$ cat src/sv/four_key_debounce_long_press_chord_assert.svh
// Assertion helpers shared by the key poller modules.
`ifndef FOUR_KEY_DEBOUNCE_LONG_PRESS_CHORD_ASSERT_SVH
`define FOUR_KEY_DEBOUNCE_LONG_PRESS_CHORD_ASSERT_SVH

// Condition holds at every edge outside reset.
`define FKDC_ASSERT_ALWAYS(label, clk, rst_n, cond, msg) \
    label: assert property (@(posedge clk) disable iff (!rst_n) (cond)) else $error(msg);

// Antecedent implies consequent at the same edge.
`define FKDC_ASSERT_IMPL(label, clk, rst_n, ante, cons, msg) \
    label: assert property (@(posedge clk) disable iff (!rst_n) (ante) |-> (cons)) \
        else $error(msg);

// Antecedent implies consequent at the next edge.
`define FKDC_ASSERT_NEXT(label, clk, rst_n, ante, cons, msg) \
    label: assert property (@(posedge clk) disable iff (!rst_n) (ante) |=> (cons)) \
        else $error(msg);

`endif

$ cat src/sv/fkdc_pkg.sv
// ----------------------------------------------------------------------------
// fkdc_pkg
// Types and constants of the four-key poller: event codes, key indexes,
// register indexes and the per-poll result record.
// ----------------------------------------------------------------------------
package fkdc_pkg;

    localparam int TIME_W     = 32;
    localparam int CFG_W      = 16;
    localparam int CFG_IDX_W  = 2;
    localparam int NUM_KEYS   = 4;
    localparam int NUM_TIMERS = 5;
    localparam int MAX_EVENTS = 4;
    localparam int EVIDX_W    = $clog2(MAX_EVENTS);
    localparam int EVCNT_W    = $clog2(MAX_EVENTS + 1);

    // Key and timer slots
    localparam int KEY_LEFT  = 0;
    localparam int KEY_RIGHT = 1;
    localparam int KEY_OK    = 2;
    localparam int KEY_BACK  = 3;
    localparam int KEY_CHORD = 4;

    // Event slots before packing
    localparam int SLOT_SIDE0 = 0;
    localparam int SLOT_SIDE1 = 1;
    localparam int SLOT_OK    = 2;
    localparam int SLOT_BACK  = 3;

    typedef enum logic [3:0] {
        EV_LEFT       = 4'd0,
        EV_RIGHT      = 4'd1,
        EV_OK         = 4'd2,
        EV_BACK       = 4'd3,
        EV_LEFT_LONG  = 4'd4,
        EV_RIGHT_LONG = 4'd5,
        EV_UP         = 4'd6,
        EV_DOWN       = 4'd7,
        EV_EXIT       = 4'd8
    } event_code_t;

    typedef enum logic [CFG_IDX_W-1:0] {
        REG_DEBOUNCE   = 2'd0,
        REG_LONG_PRESS = 2'd1,
        REG_EXIT_HOLD  = 2'd2
    } cfg_reg_t;

    localparam logic [CFG_W-1:0] DEBOUNCE_RESET   = 16'd50;
    localparam logic [CFG_W-1:0] LONG_PRESS_RESET = 16'd500;
    localparam logic [CFG_W-1:0] EXIT_HOLD_RESET  = 16'd5000;

    // Short and long codes of left and right
    localparam event_code_t SHORT_CODE [2] = '{EV_LEFT, EV_RIGHT};
    localparam event_code_t LONG_CODE  [2] = '{EV_LEFT_LONG, EV_RIGHT_LONG};

    // Everything one poll produces, events packed from index 0
    typedef struct packed {
        logic                            has_event;
        logic [EVIDX_W-1:0]              last_idx;
        event_code_t [MAX_EVENTS-1:0]    codes;
    } poll_result_t;

endpackage

$ cat src/sv/fkdc_ifs.sv
// ----------------------------------------------------------------------------
// fkdc_ifs
// Valid/ready channels of the key poller: poll input, event output and
// register write port.
// ----------------------------------------------------------------------------
interface fkdc_poll_if;
    logic                        valid;
    logic                        ready;
    logic [fkdc_pkg::TIME_W-1:0] now_ms;
    logic                        left_level;
    logic                        right_level;
    logic                        ok_level;
    logic                        back_level;

    modport source (
        output valid, now_ms, left_level, right_level, ok_level, back_level,
        input  ready
    );
    modport sink (
        input  valid, now_ms, left_level, right_level, ok_level, back_level,
        output ready
    );
endinterface

interface fkdc_event_if;
    logic       valid;
    logic       ready;
    logic       has_event;
    logic [3:0] event_code;
    logic       last_of_poll;

    modport source (
        output valid, has_event, event_code, last_of_poll,
        input  ready
    );
    modport sink (
        input  valid, has_event, event_code, last_of_poll,
        output ready
    );
endinterface

interface fkdc_cfg_if;
    logic                           valid;
    logic                           ready;
    logic [fkdc_pkg::CFG_IDX_W-1:0] index;
    logic [fkdc_pkg::CFG_W-1:0]     data;

    modport source (output valid, index, data, input ready);
    modport sink   (input valid, index, data, output ready);
endinterface

$ cat src/sv/fkdc_front.sv
// ----------------------------------------------------------------------------
// fkdc_front
// Poll front end: holds the key state and timing registers, debounces the
// four keys, resolves chord, long press and exit, and packs the events of
// one poll into a single record for the queue.
// ----------------------------------------------------------------------------
module fkdc_front (
    input  logic                   clk,
    input  logic                   rst_n,
    fkdc_poll_if.sink              poll,
    fkdc_cfg_if.sink               cfg,
    input  logic                   q_full,
    output logic                   q_push,
    output fkdc_pkg::poll_result_t q_data
);
    import fkdc_pkg::*;

    logic [CFG_W-1:0]      debounce_reg;
    logic [CFG_W-1:0]      long_press_reg;
    logic [CFG_W-1:0]      exit_hold_reg;

    logic [NUM_TIMERS-1:0] pressed_reg, pressed_next;
    logic [1:0]            side_long_reg, side_long_next;
    logic                  back_long_reg, back_long_next;
    logic                  chord_reg, chord_next;
    logic [TIME_W-1:0]     change_reg  [NUM_TIMERS];
    logic [TIME_W-1:0]     change_next [NUM_TIMERS];

    logic [TIME_W-1:0]     since      [NUM_TIMERS];
    logic [NUM_TIMERS-1:0] settled;
    logic [1:0]            long_hit;
    logic                  exit_hit;
    logic [NUM_KEYS-1:0]   lvl;

    logic [MAX_EVENTS-1:0] slot_v;
    event_code_t           slot_c [MAX_EVENTS];
    event_code_t [MAX_EVENTS-1:0] packed_codes;
    logic [EVCNT_W-1:0]    ev_cnt;

    logic                  accept;

    assign poll.ready = !q_full;
    assign accept     = poll.valid && poll.ready;
    assign q_push     = accept;
    assign cfg.ready  = 1'b1;

    assign lvl = {poll.back_level, poll.ok_level, poll.right_level, poll.left_level};

    // Elapsed time per key and threshold compares
    always_comb
    begin
        for (int k = 0; k < NUM_TIMERS; k++)
        begin
            since[k]   = poll.now_ms - change_reg[k];
            settled[k] = since[k] > {{(TIME_W-CFG_W){1'b0}}, debounce_reg};
        end
        for (int k = 0; k < 2; k++)
        begin
            long_hit[k] = since[k] > {{(TIME_W-CFG_W){1'b0}}, long_press_reg};
        end
        exit_hit = since[KEY_BACK] > {{(TIME_W-CFG_W){1'b0}}, exit_hold_reg};
    end

    // Key state transitions and event slots
    always_comb
    begin
        pressed_next   = pressed_reg;
        side_long_next = side_long_reg;
        back_long_next = back_long_reg;
        chord_next     = chord_reg;
        change_next    = change_reg;
        slot_v         = '0;
        for (int i = 0; i < MAX_EVENTS; i++)
        begin
            slot_c[i] = EV_LEFT;
        end

        // Enter or leave chord mode
        if (lvl[KEY_LEFT] && lvl[KEY_RIGHT])
        begin
            chord_next             = 1'b0;
            pressed_next[KEY_CHORD] = 1'b0;
        end
        else if (!lvl[KEY_LEFT] && !lvl[KEY_RIGHT])
        begin
            chord_next              = 1'b1;
            pressed_next[KEY_LEFT]  = 1'b0;
            pressed_next[KEY_RIGHT] = 1'b0;
        end

        if (chord_next)
        begin
            // Chord: release of one key gives up or down
            if (!lvl[KEY_LEFT] && !lvl[KEY_RIGHT] && !pressed_reg[KEY_CHORD]
                && settled[KEY_CHORD])
            begin
                pressed_next[KEY_CHORD] = 1'b1;
                change_next[KEY_CHORD]  = poll.now_ms;
            end
            else if (lvl[KEY_LEFT] && !lvl[KEY_RIGHT] && pressed_reg[KEY_CHORD]
                     && settled[KEY_CHORD])
            begin
                pressed_next[KEY_CHORD] = 1'b0;
                change_next[KEY_CHORD]  = poll.now_ms;
                slot_v[SLOT_SIDE0]      = 1'b1;
                slot_c[SLOT_SIDE0]      = EV_UP;
            end
            else if (!lvl[KEY_LEFT] && lvl[KEY_RIGHT] && pressed_reg[KEY_CHORD]
                     && settled[KEY_CHORD])
            begin
                pressed_next[KEY_CHORD] = 1'b0;
                change_next[KEY_CHORD]  = poll.now_ms;
                slot_v[SLOT_SIDE0]      = 1'b1;
                slot_c[SLOT_SIDE0]      = EV_DOWN;
            end
        end
        else
        begin
            // Left and right: short on release, repeating long while held
            for (int k = 0; k < 2; k++)
            begin
                if (!lvl[k] && !pressed_reg[k] && settled[k])
                begin
                    pressed_next[k]   = 1'b1;
                    side_long_next[k] = 1'b0;
                    change_next[k]    = poll.now_ms;
                end
                else if (!lvl[k] && long_hit[k])
                begin
                    side_long_next[k] = 1'b1;
                    change_next[k]    = poll.now_ms;
                    slot_v[k]         = 1'b1;
                    slot_c[k]         = LONG_CODE[k];
                end
                else if (lvl[k] && pressed_reg[k] && settled[k])
                begin
                    pressed_next[k] = 1'b0;
                    change_next[k]  = poll.now_ms;
                    slot_v[k]       = !side_long_reg[k];
                    slot_c[k]       = SHORT_CODE[k];
                end
            end
        end

        // Ok: event on release
        if (!lvl[KEY_OK] && !pressed_reg[KEY_OK] && settled[KEY_OK])
        begin
            pressed_next[KEY_OK] = 1'b1;
            change_next[KEY_OK]  = poll.now_ms;
        end
        else if (lvl[KEY_OK] && pressed_reg[KEY_OK] && settled[KEY_OK])
        begin
            pressed_next[KEY_OK] = 1'b0;
            change_next[KEY_OK]  = poll.now_ms;
            slot_v[SLOT_OK]      = 1'b1;
            slot_c[SLOT_OK]      = EV_OK;
        end

        // Back: short on release, exit once per hold
        if (!lvl[KEY_BACK] && !pressed_reg[KEY_BACK] && settled[KEY_BACK])
        begin
            pressed_next[KEY_BACK] = 1'b1;
            back_long_next         = 1'b0;
            change_next[KEY_BACK]  = poll.now_ms;
        end
        else if (!lvl[KEY_BACK] && exit_hit)
        begin
            if (!back_long_reg)
            begin
                back_long_next    = 1'b1;
                slot_v[SLOT_BACK] = 1'b1;
                slot_c[SLOT_BACK] = EV_EXIT;
            end
        end
        else if (lvl[KEY_BACK] && pressed_reg[KEY_BACK] && settled[KEY_BACK])
        begin
            pressed_next[KEY_BACK] = 1'b0;
            change_next[KEY_BACK]  = poll.now_ms;
            slot_v[SLOT_BACK]      = !back_long_reg;
            slot_c[SLOT_BACK]      = EV_BACK;
        end
    end

    // Pack the valid slots toward index 0, keeping their order
    always_comb
    begin
        ev_cnt = '0;
        for (int i = 0; i < MAX_EVENTS; i++)
        begin
            packed_codes[i] = EV_LEFT;
        end
        for (int i = 0; i < MAX_EVENTS; i++)
        begin
            if (slot_v[i])
            begin
                packed_codes[ev_cnt[EVIDX_W-1:0]] = slot_c[i];
                ev_cnt = ev_cnt + 1'b1;
            end
        end
        q_data.has_event = (ev_cnt != '0);
        q_data.last_idx  = (ev_cnt == '0) ? '0 : EVIDX_W'(ev_cnt - 1'b1);
        q_data.codes     = packed_codes;
    end

    // Hold registers and key state
    always_ff @(posedge clk or negedge rst_n)
    begin
        if (!rst_n)
        begin
            debounce_reg   <= DEBOUNCE_RESET;
            long_press_reg <= LONG_PRESS_RESET;
            exit_hold_reg  <= EXIT_HOLD_RESET;
            pressed_reg    <= '0;
            side_long_reg  <= '0;
            back_long_reg  <= 1'b0;
            chord_reg      <= 1'b0;
            for (int k = 0; k < NUM_TIMERS; k++)
            begin
                change_reg[k] <= '0;
            end
        end
        else
        begin
            if (cfg.valid && cfg.ready)
            begin
                case (cfg.index)
                    REG_DEBOUNCE:   debounce_reg   <= cfg.data;
                    REG_LONG_PRESS: long_press_reg <= cfg.data;
                    REG_EXIT_HOLD:  exit_hold_reg  <= cfg.data;
                    default:        ;
                endcase
            end
            if (accept)
            begin
                pressed_reg   <= pressed_next;
                side_long_reg <= side_long_next;
                back_long_reg <= back_long_next;
                chord_reg     <= chord_next;
                change_reg    <= change_next;
            end
        end
    end

endmodule

$ cat src/sv/fkdc_evq.sv
// ----------------------------------------------------------------------------
// fkdc_evq
// Short queue of poll records between the front end and the event
// serializer.
// ----------------------------------------------------------------------------
module fkdc_evq #(
    parameter int DEPTH = 2
) (
    input  logic                   clk,
    input  logic                   rst_n,
    input  logic                   push,
    input  fkdc_pkg::poll_result_t push_data,
    output logic                   full,
    input  logic                   pop,
    output logic                   head_valid,
    output fkdc_pkg::poll_result_t head
);
    import fkdc_pkg::*;

    `include "four_key_debounce_long_press_chord_assert.svh"

    localparam int PW = (DEPTH > 1) ? $clog2(DEPTH) : 1;
    localparam int CW = $clog2(DEPTH + 1);

    poll_result_t   entry_reg [DEPTH];
    logic [PW-1:0]  wr_ptr_reg;
    logic [PW-1:0]  rd_ptr_reg;
    logic [CW-1:0]  count_reg;
    logic           wr_en;
    logic           rd_en;

    assign full       = (count_reg == CW'(DEPTH));
    assign head_valid = (count_reg != '0);
    assign head       = entry_reg[rd_ptr_reg];
    assign wr_en      = push && !full;
    assign rd_en      = pop && head_valid;

    // Store the record
    always_ff @(posedge clk)
    begin
        if (wr_en)
        begin
            entry_reg[wr_ptr_reg] <= push_data;
        end
    end

    // Advance pointers and fill count
    always_ff @(posedge clk or negedge rst_n)
    begin
        if (!rst_n)
        begin
            wr_ptr_reg <= '0;
            rd_ptr_reg <= '0;
            count_reg  <= '0;
        end
        else
        begin
            if (wr_en)
            begin
                wr_ptr_reg <= (wr_ptr_reg == PW'(DEPTH - 1)) ? '0 : wr_ptr_reg + 1'b1;
            end
            if (rd_en)
            begin
                rd_ptr_reg <= (rd_ptr_reg == PW'(DEPTH - 1)) ? '0 : rd_ptr_reg + 1'b1;
            end
            if (wr_en && !rd_en)
            begin
                count_reg <= count_reg + 1'b1;
            end
            else if (rd_en && !wr_en)
            begin
                count_reg <= count_reg - 1'b1;
            end
        end
    end

    `FKDC_ASSERT_IMPL(a_no_overflow, clk, rst_n, push, !full, "push into full queue")
    `FKDC_ASSERT_ALWAYS(a_count_range, clk, rst_n, count_reg <= CW'(DEPTH), "count out of range")
    `FKDC_ASSERT_NEXT(a_count_up, clk, rst_n, wr_en && !rd_en, count_reg == CW'($past(count_reg) + 1'b1), "count did not advance")

endmodule

$ cat src/sv/fkdc_back.sv
// ----------------------------------------------------------------------------
// fkdc_back
// Event serializer: walks the events of the head poll record one beat at a
// time into an output register and drops the record after its last beat.
// ----------------------------------------------------------------------------
module fkdc_back (
    input  logic                   clk,
    input  logic                   rst_n,
    input  logic                   head_valid,
    input  fkdc_pkg::poll_result_t head,
    output logic                   pop,
    fkdc_event_if.source           evt
);
    import fkdc_pkg::*;

    `include "four_key_debounce_long_press_chord_assert.svh"

    logic               out_valid_reg;
    logic               has_event_reg;
    logic [3:0]         code_reg;
    logic               last_reg;
    logic [EVIDX_W-1:0] idx_reg;
    logic               load;
    logic               at_last;

    assign load    = head_valid && (!out_valid_reg || evt.ready);
    assign at_last = (idx_reg == head.last_idx);
    assign pop     = load && at_last;

    assign evt.valid        = out_valid_reg;
    assign evt.has_event    = has_event_reg;
    assign evt.event_code   = code_reg;
    assign evt.last_of_poll = last_reg;

    // Hold the output beat
    always_ff @(posedge clk)
    begin
        if (load)
        begin
            has_event_reg <= head.has_event;
            code_reg      <= 4'(head.codes[idx_reg]);
            last_reg      <= at_last;
        end
    end

    // Advance through the record
    always_ff @(posedge clk or negedge rst_n)
    begin
        if (!rst_n)
        begin
            out_valid_reg <= 1'b0;
            idx_reg       <= '0;
        end
        else
        begin
            if (load)
            begin
                out_valid_reg <= 1'b1;
                idx_reg       <= at_last ? '0 : idx_reg + 1'b1;
            end
            else if (evt.ready)
            begin
                out_valid_reg <= 1'b0;
            end
        end
    end

    `FKDC_ASSERT_IMPL(a_idx_in_record, clk, rst_n, idx_reg != '0, head_valid && (idx_reg <= head.last_idx), "index past record")
    `FKDC_ASSERT_IMPL(a_empty_is_last, clk, rst_n, out_valid_reg && !has_event_reg, last_reg, "empty poll not last")
    `FKDC_ASSERT_NEXT(a_idx_step, clk, rst_n, load && !at_last, idx_reg == EVIDX_W'($past(idx_reg) + 1'b1), "index did not step")

endmodule

$ cat src/sv/four_key_debounce_long_press_chord.sv
// ----------------------------------------------------------------------------
// four_key_debounce_long_press_chord
// Four-key poller with debounce, long press, auto-repeat, left+right chord
// and exit on a long back press.
// ----------------------------------------------------------------------------
// One poll is accepted per cycle as long as the record queue has room; each
// poll yields one to four result beats (one empty beat when nothing
// happened), and the serializer puts out one beat per cycle while the
// receiver is ready, so a steady stream of polls is paced by its beats.
// A poll's first beat passes through a queue entry and the output register.
// Register writes take effect on the next poll.
// ----------------------------------------------------------------------------
module four_key_debounce_long_press_chord #(
    parameter int QUEUE_DEPTH = 2
) (
    input  logic          clk,
    input  logic          rst_n,
    fkdc_poll_if.sink     poll,
    fkdc_cfg_if.sink      cfg,
    fkdc_event_if.source  evt
);
    import fkdc_pkg::*;

    logic         q_full;
    logic         q_push;
    poll_result_t q_data;
    logic         q_pop;
    logic         q_head_valid;
    poll_result_t q_head;

    // Debounce and classify
    fkdc_front u_front (
        .clk    (clk),
        .rst_n  (rst_n),
        .poll   (poll),
        .cfg    (cfg),
        .q_full (q_full),
        .q_push (q_push),
        .q_data (q_data)
    );

    // Decouple the two sides
    fkdc_evq #(
        .DEPTH (QUEUE_DEPTH)
    ) u_evq (
        .clk        (clk),
        .rst_n      (rst_n),
        .push       (q_push),
        .push_data  (q_data),
        .full       (q_full),
        .pop        (q_pop),
        .head_valid (q_head_valid),
        .head       (q_head)
    );

    // Serialize events
    fkdc_back u_back (
        .clk        (clk),
        .rst_n      (rst_n),
        .head_valid (q_head_valid),
        .head       (q_head),
        .pop        (q_pop),
        .evt        (evt)
    );

endmodule

$ cat src/flat_wrapper.sv
// flat-port wrapper written by rule: the top's interface ports become plain ports
module four_key_debounce_long_press_chord_flat import fkdc_pkg::*;
#(
    parameter int QUEUE_DEPTH = 2
)
  (clk, rst_n, poll_valid, poll_now_ms, poll_left_level, poll_right_level, poll_ok_level, poll_back_level, poll_ready, cfg_valid, cfg_index, cfg_data, cfg_ready, evt_valid, evt_has_event, evt_event_code, evt_last_of_poll, evt_ready);
  fkdc_poll_if poll_i ();
  fkdc_cfg_if cfg_i ();
  fkdc_event_if evt_i ();
  input  logic clk;
  input  logic rst_n;
  input wire logic [$bits(poll_i.valid)-1:0] poll_valid;
  input wire logic [$bits(poll_i.now_ms)-1:0] poll_now_ms;
  input wire logic [$bits(poll_i.left_level)-1:0] poll_left_level;
  input wire logic [$bits(poll_i.right_level)-1:0] poll_right_level;
  input wire logic [$bits(poll_i.ok_level)-1:0] poll_ok_level;
  input wire logic [$bits(poll_i.back_level)-1:0] poll_back_level;
  output wire logic [$bits(poll_i.ready)-1:0] poll_ready;
  input wire logic [$bits(cfg_i.valid)-1:0] cfg_valid;
  input wire logic [$bits(cfg_i.index)-1:0] cfg_index;
  input wire logic [$bits(cfg_i.data)-1:0] cfg_data;
  output wire logic [$bits(cfg_i.ready)-1:0] cfg_ready;
  output wire logic [$bits(evt_i.valid)-1:0] evt_valid;
  output wire logic [$bits(evt_i.has_event)-1:0] evt_has_event;
  output wire logic [$bits(evt_i.event_code)-1:0] evt_event_code;
  output wire logic [$bits(evt_i.last_of_poll)-1:0] evt_last_of_poll;
  input wire logic [$bits(evt_i.ready)-1:0] evt_ready;
  assign poll_i.valid = poll_valid;
  assign poll_i.now_ms = poll_now_ms;
  assign poll_i.left_level = poll_left_level;
  assign poll_i.right_level = poll_right_level;
  assign poll_i.ok_level = poll_ok_level;
  assign poll_i.back_level = poll_back_level;
  assign poll_ready = poll_i.ready;
  assign cfg_i.valid = cfg_valid;
  assign cfg_i.index = cfg_index;
  assign cfg_i.data = cfg_data;
  assign cfg_ready = cfg_i.ready;
  assign evt_valid = evt_i.valid;
  assign evt_has_event = evt_i.has_event;
  assign evt_event_code = evt_i.event_code;
  assign evt_last_of_poll = evt_i.last_of_poll;
  assign evt_i.ready = evt_ready;
  four_key_debounce_long_press_chord #(.QUEUE_DEPTH(QUEUE_DEPTH)) u_core (.clk(clk), .rst_n(rst_n), .poll(poll_i), .cfg(cfg_i), .evt(evt_i));
endmodule
$ cat config.mk
export PLATFORM = sky130hd
export DESIGN_NAME = four_key_debounce_long_press_chord_flat
export DESIGN_NICKNAME = d
export VERILOG_FILES = /design/src/sv/fkdc_pkg.sv /design/src/sv/fkdc_ifs.sv /design/src/sv/fkdc_front.sv /design/src/sv/fkdc_evq.sv /design/src/sv/fkdc_back.sv /design/src/sv/four_key_debounce_long_press_chord.sv /design/src/flat_wrapper.sv
export VERILOG_INCLUDE_DIRS = /design/src /design/src/sv
export SDC_FILE = /design/constraint.sdc
export NUM_CORES = 1
export LEC_CHECK = 0
export ABC_CLOCK_PERIOD_IN_PS = 8400
export BUFFER_PORTS_ARGS = -buffer_cell sky130_fd_sc_hd__clkbuf_2
export CORE_MARGIN = 5
export CORE_UTILIZATION = 60
export DETAILED_ROUTE_END_ITERATION = 6
export GPL_TIMING_DRIVEN = 0
export PLACE_DENSITY = 0.86
export SLEW_MARGIN = 10
export SYNTH_ARGS = -nofsm -noshare
export SYNTH_HDL_FRONTEND = slang
export SYNTH_SLANG_ARGS = --single-unit
$ cat constraint.sdc
create_clock -name clk -period 8.4 [get_ports clk]
set_input_delay 1.68 -clock clk [delete_from_list [all_inputs] [get_ports clk]]
set_output_delay 1.68 -clock clk [all_outputs]
set_load 0.005 [all_outputs]
==> results by stage, run 1 <==
Run status:
- The flow ran to the end, but the final reports show violations.
- The checks that failed: DRC.

Global route:
- The initial antenna violation count is 0.
- Entering global routing, the biggest net connects approximately 100 pins.
- The via count of the first global-routing pass is 20900.
- The global routing usage summed across all routing layers is between 20 and 30%.
- The total overflow left after global routing is 0.
- The wire length of the first global-routing pass is roughly 110000 um.

Yosys:
- The area share of xor/xnor cells in the synthesized design is 4.89%.
- In the post-synthesis netlist, the biggest area contributors are sky130_fd_sc_hd__dfrtp_1 22%, sky130_fd_sc_hd__ha_1 16%, sky130_fd_sc_hd__edfxtp_1 5.1%.
- Dividing the synthesized area by the synthesized cell count gives 8.77 um^2.
- The synthesized net count is a little over 3000.
- The synthesized netlist devotes 16.0% of its cell area to adder and majority cells.
- sky130_fd_sc_hd__ha_1 is the most common cell in the netlist.
- Synthesis produced 2673 cells.
- After synthesis, the share of flip-flops with an asynchronous set or reset is between 80% and 90%.
- The flip-flop and latch count after synthesis is roughly 260.
- Summing the sequential cell areas from Yosys gives just under 30% of the chip area.
- Counting flops with a built-in enable in the synthesized netlist gives 40.
- The synthesized netlist occupies a cell area of around 23000 um^2.
- The synthesized netlist devotes between 20% and 30% of its cell area to compound gates.
- During synthesis, Yosys emitted a total of 0 warnings.
- Summed over its instances, the top area cell type makes up between 20% and 30% of the synthesized netlist area.
- The count of cell types in the netlist is 99.
- The biggest area consumer among synthesized cells is sky130_fd_sc_hd__dfrtp_1.
- The fraction of the mapped netlist area in simple logic gates is around 15%.
- In the synthesized netlist the dominant register cell turns out to be sky130_fd_sc_hd__dfrtp_1.
- By count the netlist is led by 292 x sky130_fd_sc_hd__ha_1, 256 x sky130_fd_sc_hd__inv_1, 218 x sky130_fd_sc_hd__nand2_1.
- Measured against the total synthesized area, the mux share comes to ~8.2%.
- The dominant combinational cell family by area after synthesis is compound AO/OA/AOI/OAI gates.

Floorplan:
- The floorplan row count is 72.
- From left edge to right edge, the die measures approximately 210 um.
- Once the floorplan was initialized, standard cells occupied approximately three fifths of the core.
- For this design the top-level I/O count stands at 68.
- The core region is 38600 um^2.
- The die height is 208 um.
- The die covers between 40000 and 50000 um^2.

Layout:
- The repair_antennas step left the layout with diodes totalling 0.
- The fill cell instance count of the final layout is roughly 3000.
- The flip-flop count of the largest register, all copies and words added is 160.
- The finished cells cover about 26000 um^2.
- Measured on the finished design, the core utilization comes to 66.7%.
- The net count of the finished layout is around 3100.
- Compared with the post-synthesis result, the final layout area differs by 9.84%.
- Of the cells placed in the final design, the portion with a size suffix greater than 1 is between 10% and 20%.

Clocking:
- Buffers inserted to repair hold after CTS numbered 0.
- The total CTS buffers is 35.
- The source-to-sink clock delay at the later pin of the worst-skew pair is between 0.5 and 0.6 ns.
- After clock tree synthesis, the clock-pin slew on the worst setup and hold paths is 0.06 ns.
- The clock tree root driver cell is sky130_fd_sc_hd__clkbuf_16.
- TritonCTS built the clock tree.
- The depth of the CTS H-tree is 2.
- The number of buffers on the longest clock path is 3.
- The CTS sink count is approximately 260.

Setup path:
- For the worst setup path, the data required time is between 8 and 9 ns.
- The count of cells along the worst register-to-register path is 25.
- The worst stage delay on the critical path is about 0.5 ns.
- The critical path is of the primary input to flip-flop type.
- The type of element capturing the critical path is a flip-flop.
- The worst flop-to-flop path startpoint is u_core.u_front.change_reg[65].
- STA classifies the critical path startpoint as a primary input.
- The highest-delay cell along the critical path is sky130_fd_sc_hd__fa_1.
- The worst endpoint data arrival time is around 8.3 ns.
- In this run the critical register-to-register path is captured at u_core.u_evq.entry_reg[1][18].
- The largest fanout on the critical path is 11.
- The setup slack of the worst register-to-register path is 1.60 ns.

Worst hold path:
- The cell depth of the worst min-delay path is 1.
- The class of the most critical hold timing path is flip-flop to flip-flop.
- The worst hold path endpoint is u_core.u_front.change_reg[120].
- The startpoint of the worst hold path is u_core.u_front.change_reg[120].

Timing:
- The final-report hold violation count was 0.
- Adding up every negative setup slack in the final design gives 0 ns.
- The count of final max-slew check failures is 0.
- Derived from the worst setup path, the maximum achievable clock frequency is 0.125 GHz.
- Dividing the final minimum period by the clock period gives between 90% and 100%.
- For the pin with the worst max-slew slack, the measured transition is about 1.1 ns.
- The smallest clock period supported by the final layout is computed as roughly 8 ns.
- Setup slack closes at 0.410 ns.
- The final count of negative-setup-slack endpoints is 0.
- Setup repair after global routing left no endpoint under its margin.
- For the final database, setup skew stands at around 0.028 ns.
- Headroom to the max-slew limit came out at 27.7%.

Detailed routing:
- The remaining design rule violation count is 2.
- The final layout contains routed wiring with a total length of 65900 um.
- The via count is 21000.
- The first TritonRoute pass finished after 7 iterations.
- The first-iteration detailed-routing DRC count is about 1700.
- The ratio of routed vias to standard cells is 6.30.
- In this run the remaining antenna-violating nets after routing total 0.
- After detailed routing, the average wire length per cell comes to roughly 20 um.

Placement:
- The routability congestion estimate is between 0.9 and 1.
- The pre-CTS setup slack is -0.962 ns.
- Port buffering added 65 buffers.
- After legalization and detailed placement, the total HPWL measured between 50000 and 60000 um.
- Once placement finished, the instance area stood at approximately 24000 um^2.

Power:
- Summed over all cells, the static leakage comes to 11.6 nW.
- In this run the power density over the cells is between 400 and 500 nW/um^2.
- The power consumption is 0.0113 W.
- The maximum VDD drop is about 0.27 mV.

Flow run:
- Across the run, the number of max-cap violations was 0.
-- how the worst max path moves through the flow --
stage / startpoint / to / slack, ns
floorplan: poll_now_ms[0] / u_core.u_evq.entry_reg[0][18] / 0.96
global placement: poll_now_ms[0] / u_core.u_evq.entry_reg[1][17] / -0.70
detailed placement: poll_now_ms[0] / u_core.u_evq.entry_reg[1][17] / -0.96
CTS: poll_now_ms[0] / u_core.u_evq.entry_reg[1][18] / 0.007
global route: poll_now_ms[1] / u_core.u_evq.entry_reg[1][18] / 0.01
finish: poll_now_ms[1] / u_core.u_evq.entry_reg[1][18] / 0.41
-- through the flow --
step | instances | hold WS, ns
after floorplan | 2673 | 0.458
after global placement | 3256 | 0.467
after detailed placement | 3258 | 0.475
after CTS | 3324 | 0.486
after global routing | 3325 | 0.495
final | 3325 | 0.483
-- worst max-delay path, delay by kind of cell --
kind / cells / cell delay (ns)
xor gates and xnor gates: 2 / 0.47
and+or+nand+nor: 6 / 1.05
AOI/OAI and AO/OA: 13 / 2.69
buffers and inverters: 4 / 0.86
adders and majority gates: 4 / 1.50
-- power by group --
part / internal, W / switching (W)
Clock: 0.000910 / 0.000610
Combinational: 0.00312 / 0.00456
Sequential: 0.00187 / 0.000237
-- routing by layer --
layer / up-vias / wire (um) / track usage (%) / part of all wire [%]
met5: - / 0 / 0 / 0
met4: 0 / 2780 / 11.9 / 4.2
met3: 178 / 3810 / 3.61 / 5.8
met2: 735 / 32300 / 52.1 / 49
met1: 10000 / 27100 / 37.0 / 41
li1: 10000 / - / - / -
-- cell families after synthesis --
| logic type | Yosys count |
|---|---|
| compound gates | 779 |
| simple gates | 690 |
| other cells | 1 |
| fa+ha+maj | 297 |
| mux | 165 |
| xor+xnor | 131 |
| flops | 264 |
| buf+inv | 346 |
-- layout make-up --
class | count | area [um^2] | area share, %
buffer | 88 | 384 | 1.49
clock buffer | 49 | 1010 | 3.92
clock inverter | 15 | 161 | 0.627
inverter | 258 | 972 | 3.77
multi-input combinational | 2063 | 15300 | 59.6
sequential | 264 | 6820 | 26.5
tap | 518 | 648 | 2.52
timing repair buffer | 70 | 412 | 1.60
-- cell usage in the layout (no fill, tap or decap), types with 54 or more instances in the layout --
master                     count
sky130_fd_sc_hd__ha_1        291
sky130_fd_sc_hd__inv_1       255
sky130_fd_sc_hd__nand2_1     218
sky130_fd_sc_hd__dfrtp_1     210
sky130_fd_sc_hd__a21oi_1     203
sky130_fd_sc_hd__o21ai_0     186
sky130_fd_sc_hd__nor2_1      145
sky130_fd_sc_hd__mux2_2       92
sky130_fd_sc_hd__a21o_1       77
sky130_fd_sc_hd__xnor2_1      76
sky130_fd_sc_hd__nand4_1      72
sky130_fd_sc_hd__clkbuf_1     67
sky130_fd_sc_hd__clkbuf_2     64
sky130_fd_sc_hd__xor2_1       54
-- repair_timing --
item / 4_1_cts / 5_1_grt
hold endpoints to repair: 0 / 0
endpoints found under the setup margin: 14 / 20
pin swaps: 1 / 2
gates resized for setup: 2 / 12
setup buffers: 2 / 1
No activity file was read; power rests on OpenSTA's default activity.
==> inputs of run 2 (changes only) <==
--- a/config.mk
+++ b/config.mk
@@ -12,7 +12,7 @@
 export CORE_UTILIZATION = 60
 export DETAILED_ROUTE_END_ITERATION = 6
 export GPL_TIMING_DRIVEN = 0
-export PLACE_DENSITY = 0.86
+export PLACE_DENSITY_LB_ADDON = 0.12
 export SLEW_MARGIN = 10
 export SYNTH_ARGS = -nofsm -noshare
 export SYNTH_HDL_FRONTEND = slang
==> constraint.sdc (replaced) <==
create_clock -name clk -period 8.4 [get_ports clk]
set_input_delay 1.68 -clock clk [delete_from_list [all_inputs] [get_ports clk]]
set_output_delay 1.68 -clock clk [all_outputs]
set_load 0.05 [all_outputs]
==> results by stage, run 2 (synthesis results as in run 1) <==
Global route:
- The total global routing overflow is 0 (unchanged).
- The via count of the first global-routing pass is 20800 (-0.63%).
- The maximum number of pins on one net before global-route repair is 99 (-2.0%).
- The wire length of the first global-routing pass is 106000 um (+0.89%).
- The initial antenna violation count is 1 (+1).
- The global routing usage summed across all routing layers was 30.1% (+0.55 points).

Floorplan:
- The die height is 208 um (unchanged).
- The effective utilization at floorplan is 60.7% (unchanged).
- The I/O pin count is 68 (unchanged).
- The floorplan row count is 72 (unchanged).
- The area of the die is 43100 um^2 (unchanged).
- The horizontal die dimension is 208 um (unchanged).
- The area of the core is 38600 um^2 (unchanged).

Timing:
- The max-slew headroom at the worst pin came to 10.1% (-18 points).
- The measured slew at the worst slew-check pin is 1.34 ns (+0.262 ns).
- The fmax came to 0.124 GHz (-1.1%).
- The post-route clock skew is 0.0323 ns (+0.00478 ns).
- The final count of negative-setup-slack endpoints was 0 (unchanged).
- The final-report hold violation count came to 0 (unchanged).
- The final period demand of the worst path is 8.08 ns (+0.0885 ns).
- The count of final max-slew check failures was 0 (unchanged).
- The setup slack of the critical path after layout is 0.321 ns (-0.0885 ns).
- The post-route clock period utilization is 96.2% (+1.1 points).

Layout:
- The layout cell share with drive strength beyond 1 is 11.1% (-0.13 points).
- The area occupied by registers is 6820 um^2 (unchanged).
- The number of non-filler instances in the completed layout came to 3324 (-0.030%).
- The final net count was 3135 (-0.032%).
- The area of the multi-input gates is 15300 um^2 (about the same).
- The fill cell instance count of the final layout is 3129 (+2.7%).
- From synthesis to final layout, the design area changed by 10.2%.
- The flip-flop count of the largest register, all copies and words added was 160 (unchanged).
- The leading cell type in the layout, fill and taps excluded is sky130_fd_sc_hd__ha_1.
- In the layout the commonest cells are 292 x sky130_fd_sc_hd__ha_1, 255 x sky130_fd_sc_hd__inv_1, 218 x sky130_fd_sc_hd__nand2_1, 210 x sky130_fd_sc_hd__dfrtp_1, 202 x sky130_fd_sc_hd__a21oi_1.

Worst hold path:
- The cell depth of the worst min-delay path is 1 (unchanged).
- The startpoint identified for the worst hold timing path is u_core.u_front.change_reg[109].
- For hold timing, the worst endpoint is u_core.u_front.change_reg[109].
- The class of the most critical hold timing path is flip-flop to flip-flop.

Setup path:
- The buffering stage count on the worst path with inverters included is 6 (+2).
- The class of the most critical setup path is primary input to flip-flop.
- The required time reported for the critical path endpoint is 8.68 ns (about the same).
- The count of cells along the worst register-to-register path is 31 (+24%).
- The terminus of the critical flop-to-flop path is u_core.u_evq.entry_reg[1][18].
- The largest fanout on the critical path came to 6 (-5).
- The kind of cell with the highest combined delay along the critical path is compound AO/OA/AOI/OAI gates.
- The highest-delay cell along the critical path is sky130_fd_sc_hd__fa_1.
- The setup slack of the worst register-to-register path came to 1.47 ns (-0.13 ns).
- In this run the critical register-to-register path is launched from u_core.u_front.change_reg[0].
- The worst stage delay on the critical path is 0.43 ns (-0.08 ns).
- The type of element capturing the critical path is a flip-flop.
- The startpoint type of the worst setup path is a primary input.
- The worst endpoint data arrival time is 8.36 ns (+0.10 ns).
- The cell that appears most often on the critical path is sky130_fd_sc_hd__ha_1.

Detailed routing:
- The routed length per placed instance was 20.2 um (+2.1%).
- The remaining antenna violation count is 0 (unchanged).
- The first-iteration detailed-routing DRC count is 1397 (-19%).
- The via count came to 20900 (-0.46%).
- The number of optimization iterations in the first detailed-route pass is 7 (unchanged).
- The remaining design rule violation count is 0 (-2).
- The wire length reported by the detailed router came to 67300 um (+2.0%).
- The ratio of routed vias to standard cells was 6.27 (-0.43%).

Clocking:
- The clock input transition at the sequential cells of the worst setup and hold paths is 0.05 ns (about the same).
- The number of buffers on the longest clock path came to 3 (unchanged).
- The total CTS buffers came to 35 (unchanged).
- The number of buffers inserted by hold repair at cts is 0 (unchanged).
- The source-to-sink clock delay at the later pin of the worst-skew pair is 0.56 ns (about the same).
- The clock tree from TritonCTS is built.
- The CTS sink count is 264 (unchanged).
- The depth of the CTS H-tree is 2 (unchanged).
- The cell sitting at the root of the clock tree is a sky130_fd_sc_hd__clkbuf_16.

Placement:
- The number of cells after detailed placement was 3258 (unchanged).
- The quantity of I/O buffers inserted on ports is 65 (unchanged).
- The post-detailed-placement half-perimeter wirelength is 53300 um (+2.8%).
- The pre-CTS setup slack is -1.07 ns (-0.103 ns).
- The routability congestion estimate came to 0.953 (-1.9%).

Flow run:
- The number of violations of the max-capacitance limit came to 0 (unchanged).

Power:
- The maximum VDD drop was 0.272 mV (-1.0%).
- The areal power density over the cells is 445 nW/um^2 (+1.4%).
- The leakage power summed over all cells was 11.6 nW (+0.37%).

Run status:
- The run finished with clean final reports.
-- run 2: per-layer routing --
metal / routed length [um] / GRT usage, % / vias up / part of all wire, %
li1: - / - / 9996 / -
met3: 3370 / 3.19 / 176 / 5.0
met4: 3060 / 13.0 / 0 / 4.5
met1: 28100 / 37.2 / 10000 / 42
met2: 32700 / 53.4 / 653 / 49
met5: 0 / 0 / - / 0
-- run 2: worst register-to-register path, delay by kind of cell, from the launching register on --
family                   cells  cell delay [ns]
buffers and inverters        4             0.50
AO/OA/AOI/OAI               11             2.21
XOR/XNOR                     2             0.37
AND/OR/NAND/NOR              9             1.64
flip-flops                   1             0.34
adder cells (fa/ha/maj)      5             1.62
-- run 2: timing repair --
item | in CTS | in global routing
endpoints found under the setup margin | 16 | 18
buffers inserted | 2 | 0
endpoints found under the hold margin | 0 | 0
resized for setup | 3 | 11
pin swaps | 1 | 1
-- run 2: report_power, final --
part	internal [W]	total, W	switching [W]
combinational	0.00311	0.00775	0.00464
sequential	0.00187	0.00211	0.000235
clock	0.00104	0.00164	0.000595
-- run 2: worst max-delay path by stage --
stage	start	endpoint	slack, ns	depth (start not counted)
after global routing	poll_now_ms[0]	u_core.u_evq.entry_reg[1][18]	-0.006	33
after floorplan	poll_now_ms[0]	u_core.u_evq.entry_reg[0][18]	0.96	31
after CTS	poll_now_ms[0]	u_core.u_evq.entry_reg[1][18]	0.06	33
final	poll_now_ms[0]	u_core.u_evq.entry_reg[1][18]	0.32	33
after detailed placement	poll_now_ms[0]	u_core.u_evq.entry_reg[1][17]	-1.07	32
after global placement	poll_now_ms[0]	u_core.u_evq.entry_reg[0][17]	-0.91	32
-- run 2: area by class of cell --
class                   count  share of cell area [%]
multi-input cells        2063                    59.4
flip-flops and latches    264                    26.4
clock buffers              51                    4.02
inverters                 258                    3.76
well taps                 518                    2.51
repair buffers             69                    1.56
plain buffers              88                    1.49
clock inverters            12                   0.848
diodes                      1                 0.00969
-- run 2: through the flow --
stage	total power (W)	utilization [%]	setup TNS, ns	hold slack (ns)	instance area, um^2
2_1_floorplan	0.00784	-	0	0.458	23500
3_3_place_gp	0.00939	63.2	-11.53	0.466	24400
3_5_place_dp	0.00968	63.4	-16.51	0.475	24500
4_1_cts	0.0114	66.7	0	0.486	25800
5_1_grt	0.0125	66.8	-0.0123	0.493	25800
6_report	0.0115	66.8	0	0.483	25800
==> inputs of run 3 (changes only) <==
--- a/config.mk
+++ b/config.mk
@@ -12,7 +12,7 @@
 export CORE_UTILIZATION = 60
 export DETAILED_ROUTE_END_ITERATION = 6
 export GPL_TIMING_DRIVEN = 0
-export PLACE_DENSITY_LB_ADDON = 0.12
+export PLACE_DENSITY = 0.8
 export SLEW_MARGIN = 10
 export SYNTH_ARGS = -nofsm -noshare
 export SYNTH_HDL_FRONTEND = slang
==> results by stage, run 3 (synthesis results as in run 1) <==
Detailed routing:
- The wire length reported by the detailed router is 66100 um (-1.7%).
- The number of optimization iterations in the first detailed-route pass is 5 (-2).
- The via count is 21000 (+0.73%).
- The routed length per placed instance was 19.9 um (-1.6%).
- The first-iteration detailed-routing DRC count came to 1445 (+3.4%).
- The remaining antenna violation count is 0 (unchanged).
- The remaining design rule violation count is 0 (unchanged).
- The ratio of routed vias to standard cells is 6.32 (+0.76%).

Layout:
- Leaving out fill and tap cells, the most frequent cells in the layout are 291 x sky130_fd_sc_hd__ha_1, 255 x sky130_fd_sc_hd__inv_1, 218 x sky130_fd_sc_hd__nand2_1, 210 x sky130_fd_sc_hd__dfrtp_1, 203 x sky130_fd_sc_hd__a21oi_1.
- The area occupied by registers is 6820 um^2 (unchanged).
- The antenna diode count is 0 (-1).
- The flip-flop count of the largest register, all copies and words added is 160 (unchanged).
- The fill cell instance count of the final layout is 3126 (-0.096%).
- The final net count was 3136 (+0.032%).
- The layout cell share with drive strength beyond 1 came to 11.1% (+0.036 points).
- The library cell used most frequently in the layout, excluding fill and tap cells, is sky130_fd_sc_hd__ha_1.
- The share of the core filled with cells is 66.8% (-0.094 points).
- Compared with the post-synthesis result, the final layout area differs by 10.0%.
- The area of the multi-input gates was 15300 um^2 (about the same).

Flow run:
- The number of violations of the max-capacitance limit is 0 (unchanged).

Setup path:
- The required time reported for the critical path endpoint is 8.68 ns (about the same).
- The most frequent cell on the critical path is sky130_fd_sc_hd__ha_1.
- The worst setup path is of the primary input to flip-flop kind.
- The largest fanout on the critical path came to 10 (+4).
- The type of element capturing the critical path is a flip-flop.
- The worst stage delay on the critical path is 0.58 ns (+0.15 ns).
- On the critical path the largest part of the delay comes from simple AND/OR/NAND/NOR gates.
- The buffering stage count on the worst path with inverters included is 5 (-1).
- The startpoint type of the worst setup path is a primary input.
- The worst endpoint data arrival time came to 8.47 ns (+0.11 ns).
- The highest-delay cell along the critical path is sky130_fd_sc_hd__a221oi_1.

Worst hold path:
- The class of the most critical hold timing path is flip-flop to flip-flop.

Timing:
- The post-route clock period utilization is 97.5% (+1.3 points).
- The post-route clock skew is 0.0174 ns (-0.0149 ns).
- The measured slew at the worst slew-check pin is 1.11 ns (-0.230 ns).
- The final-report hold violation count was 0 (unchanged).
- The max-slew headroom at the worst pin is 25.5% (+15 points).
- The final period demand of the worst path was 8.19 ns (+0.110 ns).
- The count of final max-slew check failures was 0 (unchanged).
- The fmax was 0.122 GHz (-1.3%).
- The setup total negative slack was 0 ns (unchanged).
- The final count of negative-setup-slack endpoints was 0 (unchanged).

Floorplan:
- The horizontal die dimension is 208 um (unchanged).
- The floorplan row count was 72 (unchanged).
- The area of the die is 43100 um^2 (unchanged).
- The effective utilization at floorplan is 60.7% (unchanged).
- The die height is 208 um (unchanged).
- The area of the core came to 38600 um^2 (unchanged).
- The I/O pin count was 68 (unchanged).

Power:
- The leakage power summed over all cells came to 11.6 nW (about the same).
- The fraction of power consumed by sequential logic is 18.3% (about the same).
- The total internal power is 0.00598 W (-0.78%).
- The maximum VDD drop came to 0.238 mV (-13%).
- The switching share of power is 47.8% (+0.22 points).
- The fraction of power consumed by the clock network was 13.9% (-0.3 points).
- The switching power of the nets was 0.00547 W (+0.12%).
- The combinational cell fraction of total power is 67.8% (+0.4 points).
- The areal power density over the cells came to 444 nW/um^2 (-0.21%).

Clocking:
- The cell sitting at the root of the clock tree is a sky130_fd_sc_hd__clkbuf_16.
- The clock input transition at the sequential cells of the worst setup and hold paths is 0.06 ns (about the same).
- The source-to-sink clock delay at the later pin of the worst-skew pair came to 0.55 ns (about the same).
- The total CTS buffers is 35 (unchanged).
- The clock tree from TritonCTS is built.
- The depth of the CTS H-tree is 2 (unchanged).
- The CTS sink count is 264 (unchanged).
- The number of buffers inserted by hold repair at cts came to 0 (unchanged).
- The number of buffers on the longest clock path came to 3 (unchanged).

Global route:
- The global routing usage summed across all routing layers came to 29.7% (-0.41 points).
- The via count of the first global-routing pass is 21000 (+0.78%).
- The total global routing overflow is 0 (unchanged).
- The initial antenna violation count is 0 (-1).
- The wire length of the first global-routing pass is 106000 um (-0.61%).
- The maximum number of pins on one net before global-route repair is 91 (-8.1%).

Placement:
- The routability congestion estimate was 1.04 (+8.9%).
- The quantity of I/O buffers inserted on ports is 65 (unchanged).
- The post-detailed-placement half-perimeter wirelength was 51800 um (-2.7%).

Run status:
- The flow ran to the end, and the final reports show no timing, DRC or antenna violations.
-- run 3: worst register-to-register path, delay by kind of cell (launching register included) --
family	cells	cell delay (ns)
and+or+nand+nor	9	2.23
DFF	1	0.37
AOI/OAI and AO/OA	8	2.02
adders and majority gates	4	1.23
xor gates and xnor gates	2	0.31
buffers and inverters	5	0.71
-- run 3: what timing repair did --
item                       in CTS  in global routing
pin swaps                       1                  0
resized for setup               2                 10
setup endpoints to repair      28                 18
buffers inserted                2                  1
-- run 3: area by class of cell --
class	instances	share of cell area, %
clock buffers	49	4.04
plain buffers	88	1.49
repair buffers	70	1.60
multi-input cells	2063	59.4
well taps	518	2.51
flip-flops and latches	264	26.5
clock inverters	13	0.698
inverters	258	3.77
-- run 3: through the flow --
step,hold slack [ns],power (W),std cells,cell area [um^2],setup slack (ns)
after floorplan,0.458,0.00784,2673,23500,0.958
after global placement,0.467,0.00932,3256,24400,-0.940
after detailed placement,0.475,0.00964,3258,24500,-1.32
after CTS,0.488,0.0113,3322,25700,0.0000533
after global routing,0.504,0.0125,3323,25800,-0.0273
final,0.485,0.0115,3323,25800,0.211
-- run 3: routing by layer --
| layer | vias to the layer above | track usage [%] | share of wire [%] |
|---|---|---|---|
| met4 | 0 | 11.7 | 4.0 |
| li1 | 9978 | - | - |
| met3 | 179 | 3.85 | 5.6 |
| met2 | 703 | 52.2 | 49 |
| met1 | 10100 | 37.2 | 41 |
| met5 | - | 0 | 0 |
-- run 3: worst paths after layout --
check                                          startpoint                               to  slack, ns  depth (start not counted)
max in group asynchronous                           rst_n    u_core.u_front.change_reg[94]       6.50                          2
max                                        poll_now_ms[8]    u_core.u_evq.entry_reg[0][18]       0.21                         28
min                        u_core.u_front.change_reg[115]   u_core.u_front.change_reg[115]       0.48                          1
min reg2reg                u_core.u_front.change_reg[115]   u_core.u_front.change_reg[115]       0.48                          1
min in group asynchronous                           rst_n  u_core.u_front.exit_hold_reg[2]       1.09                          1
max reg2reg                  u_core.u_front.change_reg[8]    u_core.u_evq.entry_reg[0][18]       1.25                         28
-- run 3: power by group through the flow --
stage / logic, W / clock network [W] / registers, W
6_report: 0.00777 / 0.00159 / 0.00210
2_1_floorplan: 0.00573 / 0 / 0.00211
3_5_place_dp: 0.00753 / 0 / 0.00212
4_1_cts: 0.00762 / 0.00162 / 0.00210
3_3_place_gp: 0.00723 / 0 / 0.00209
5_1_grt: 0.00863 / 0.00167 / 0.00216
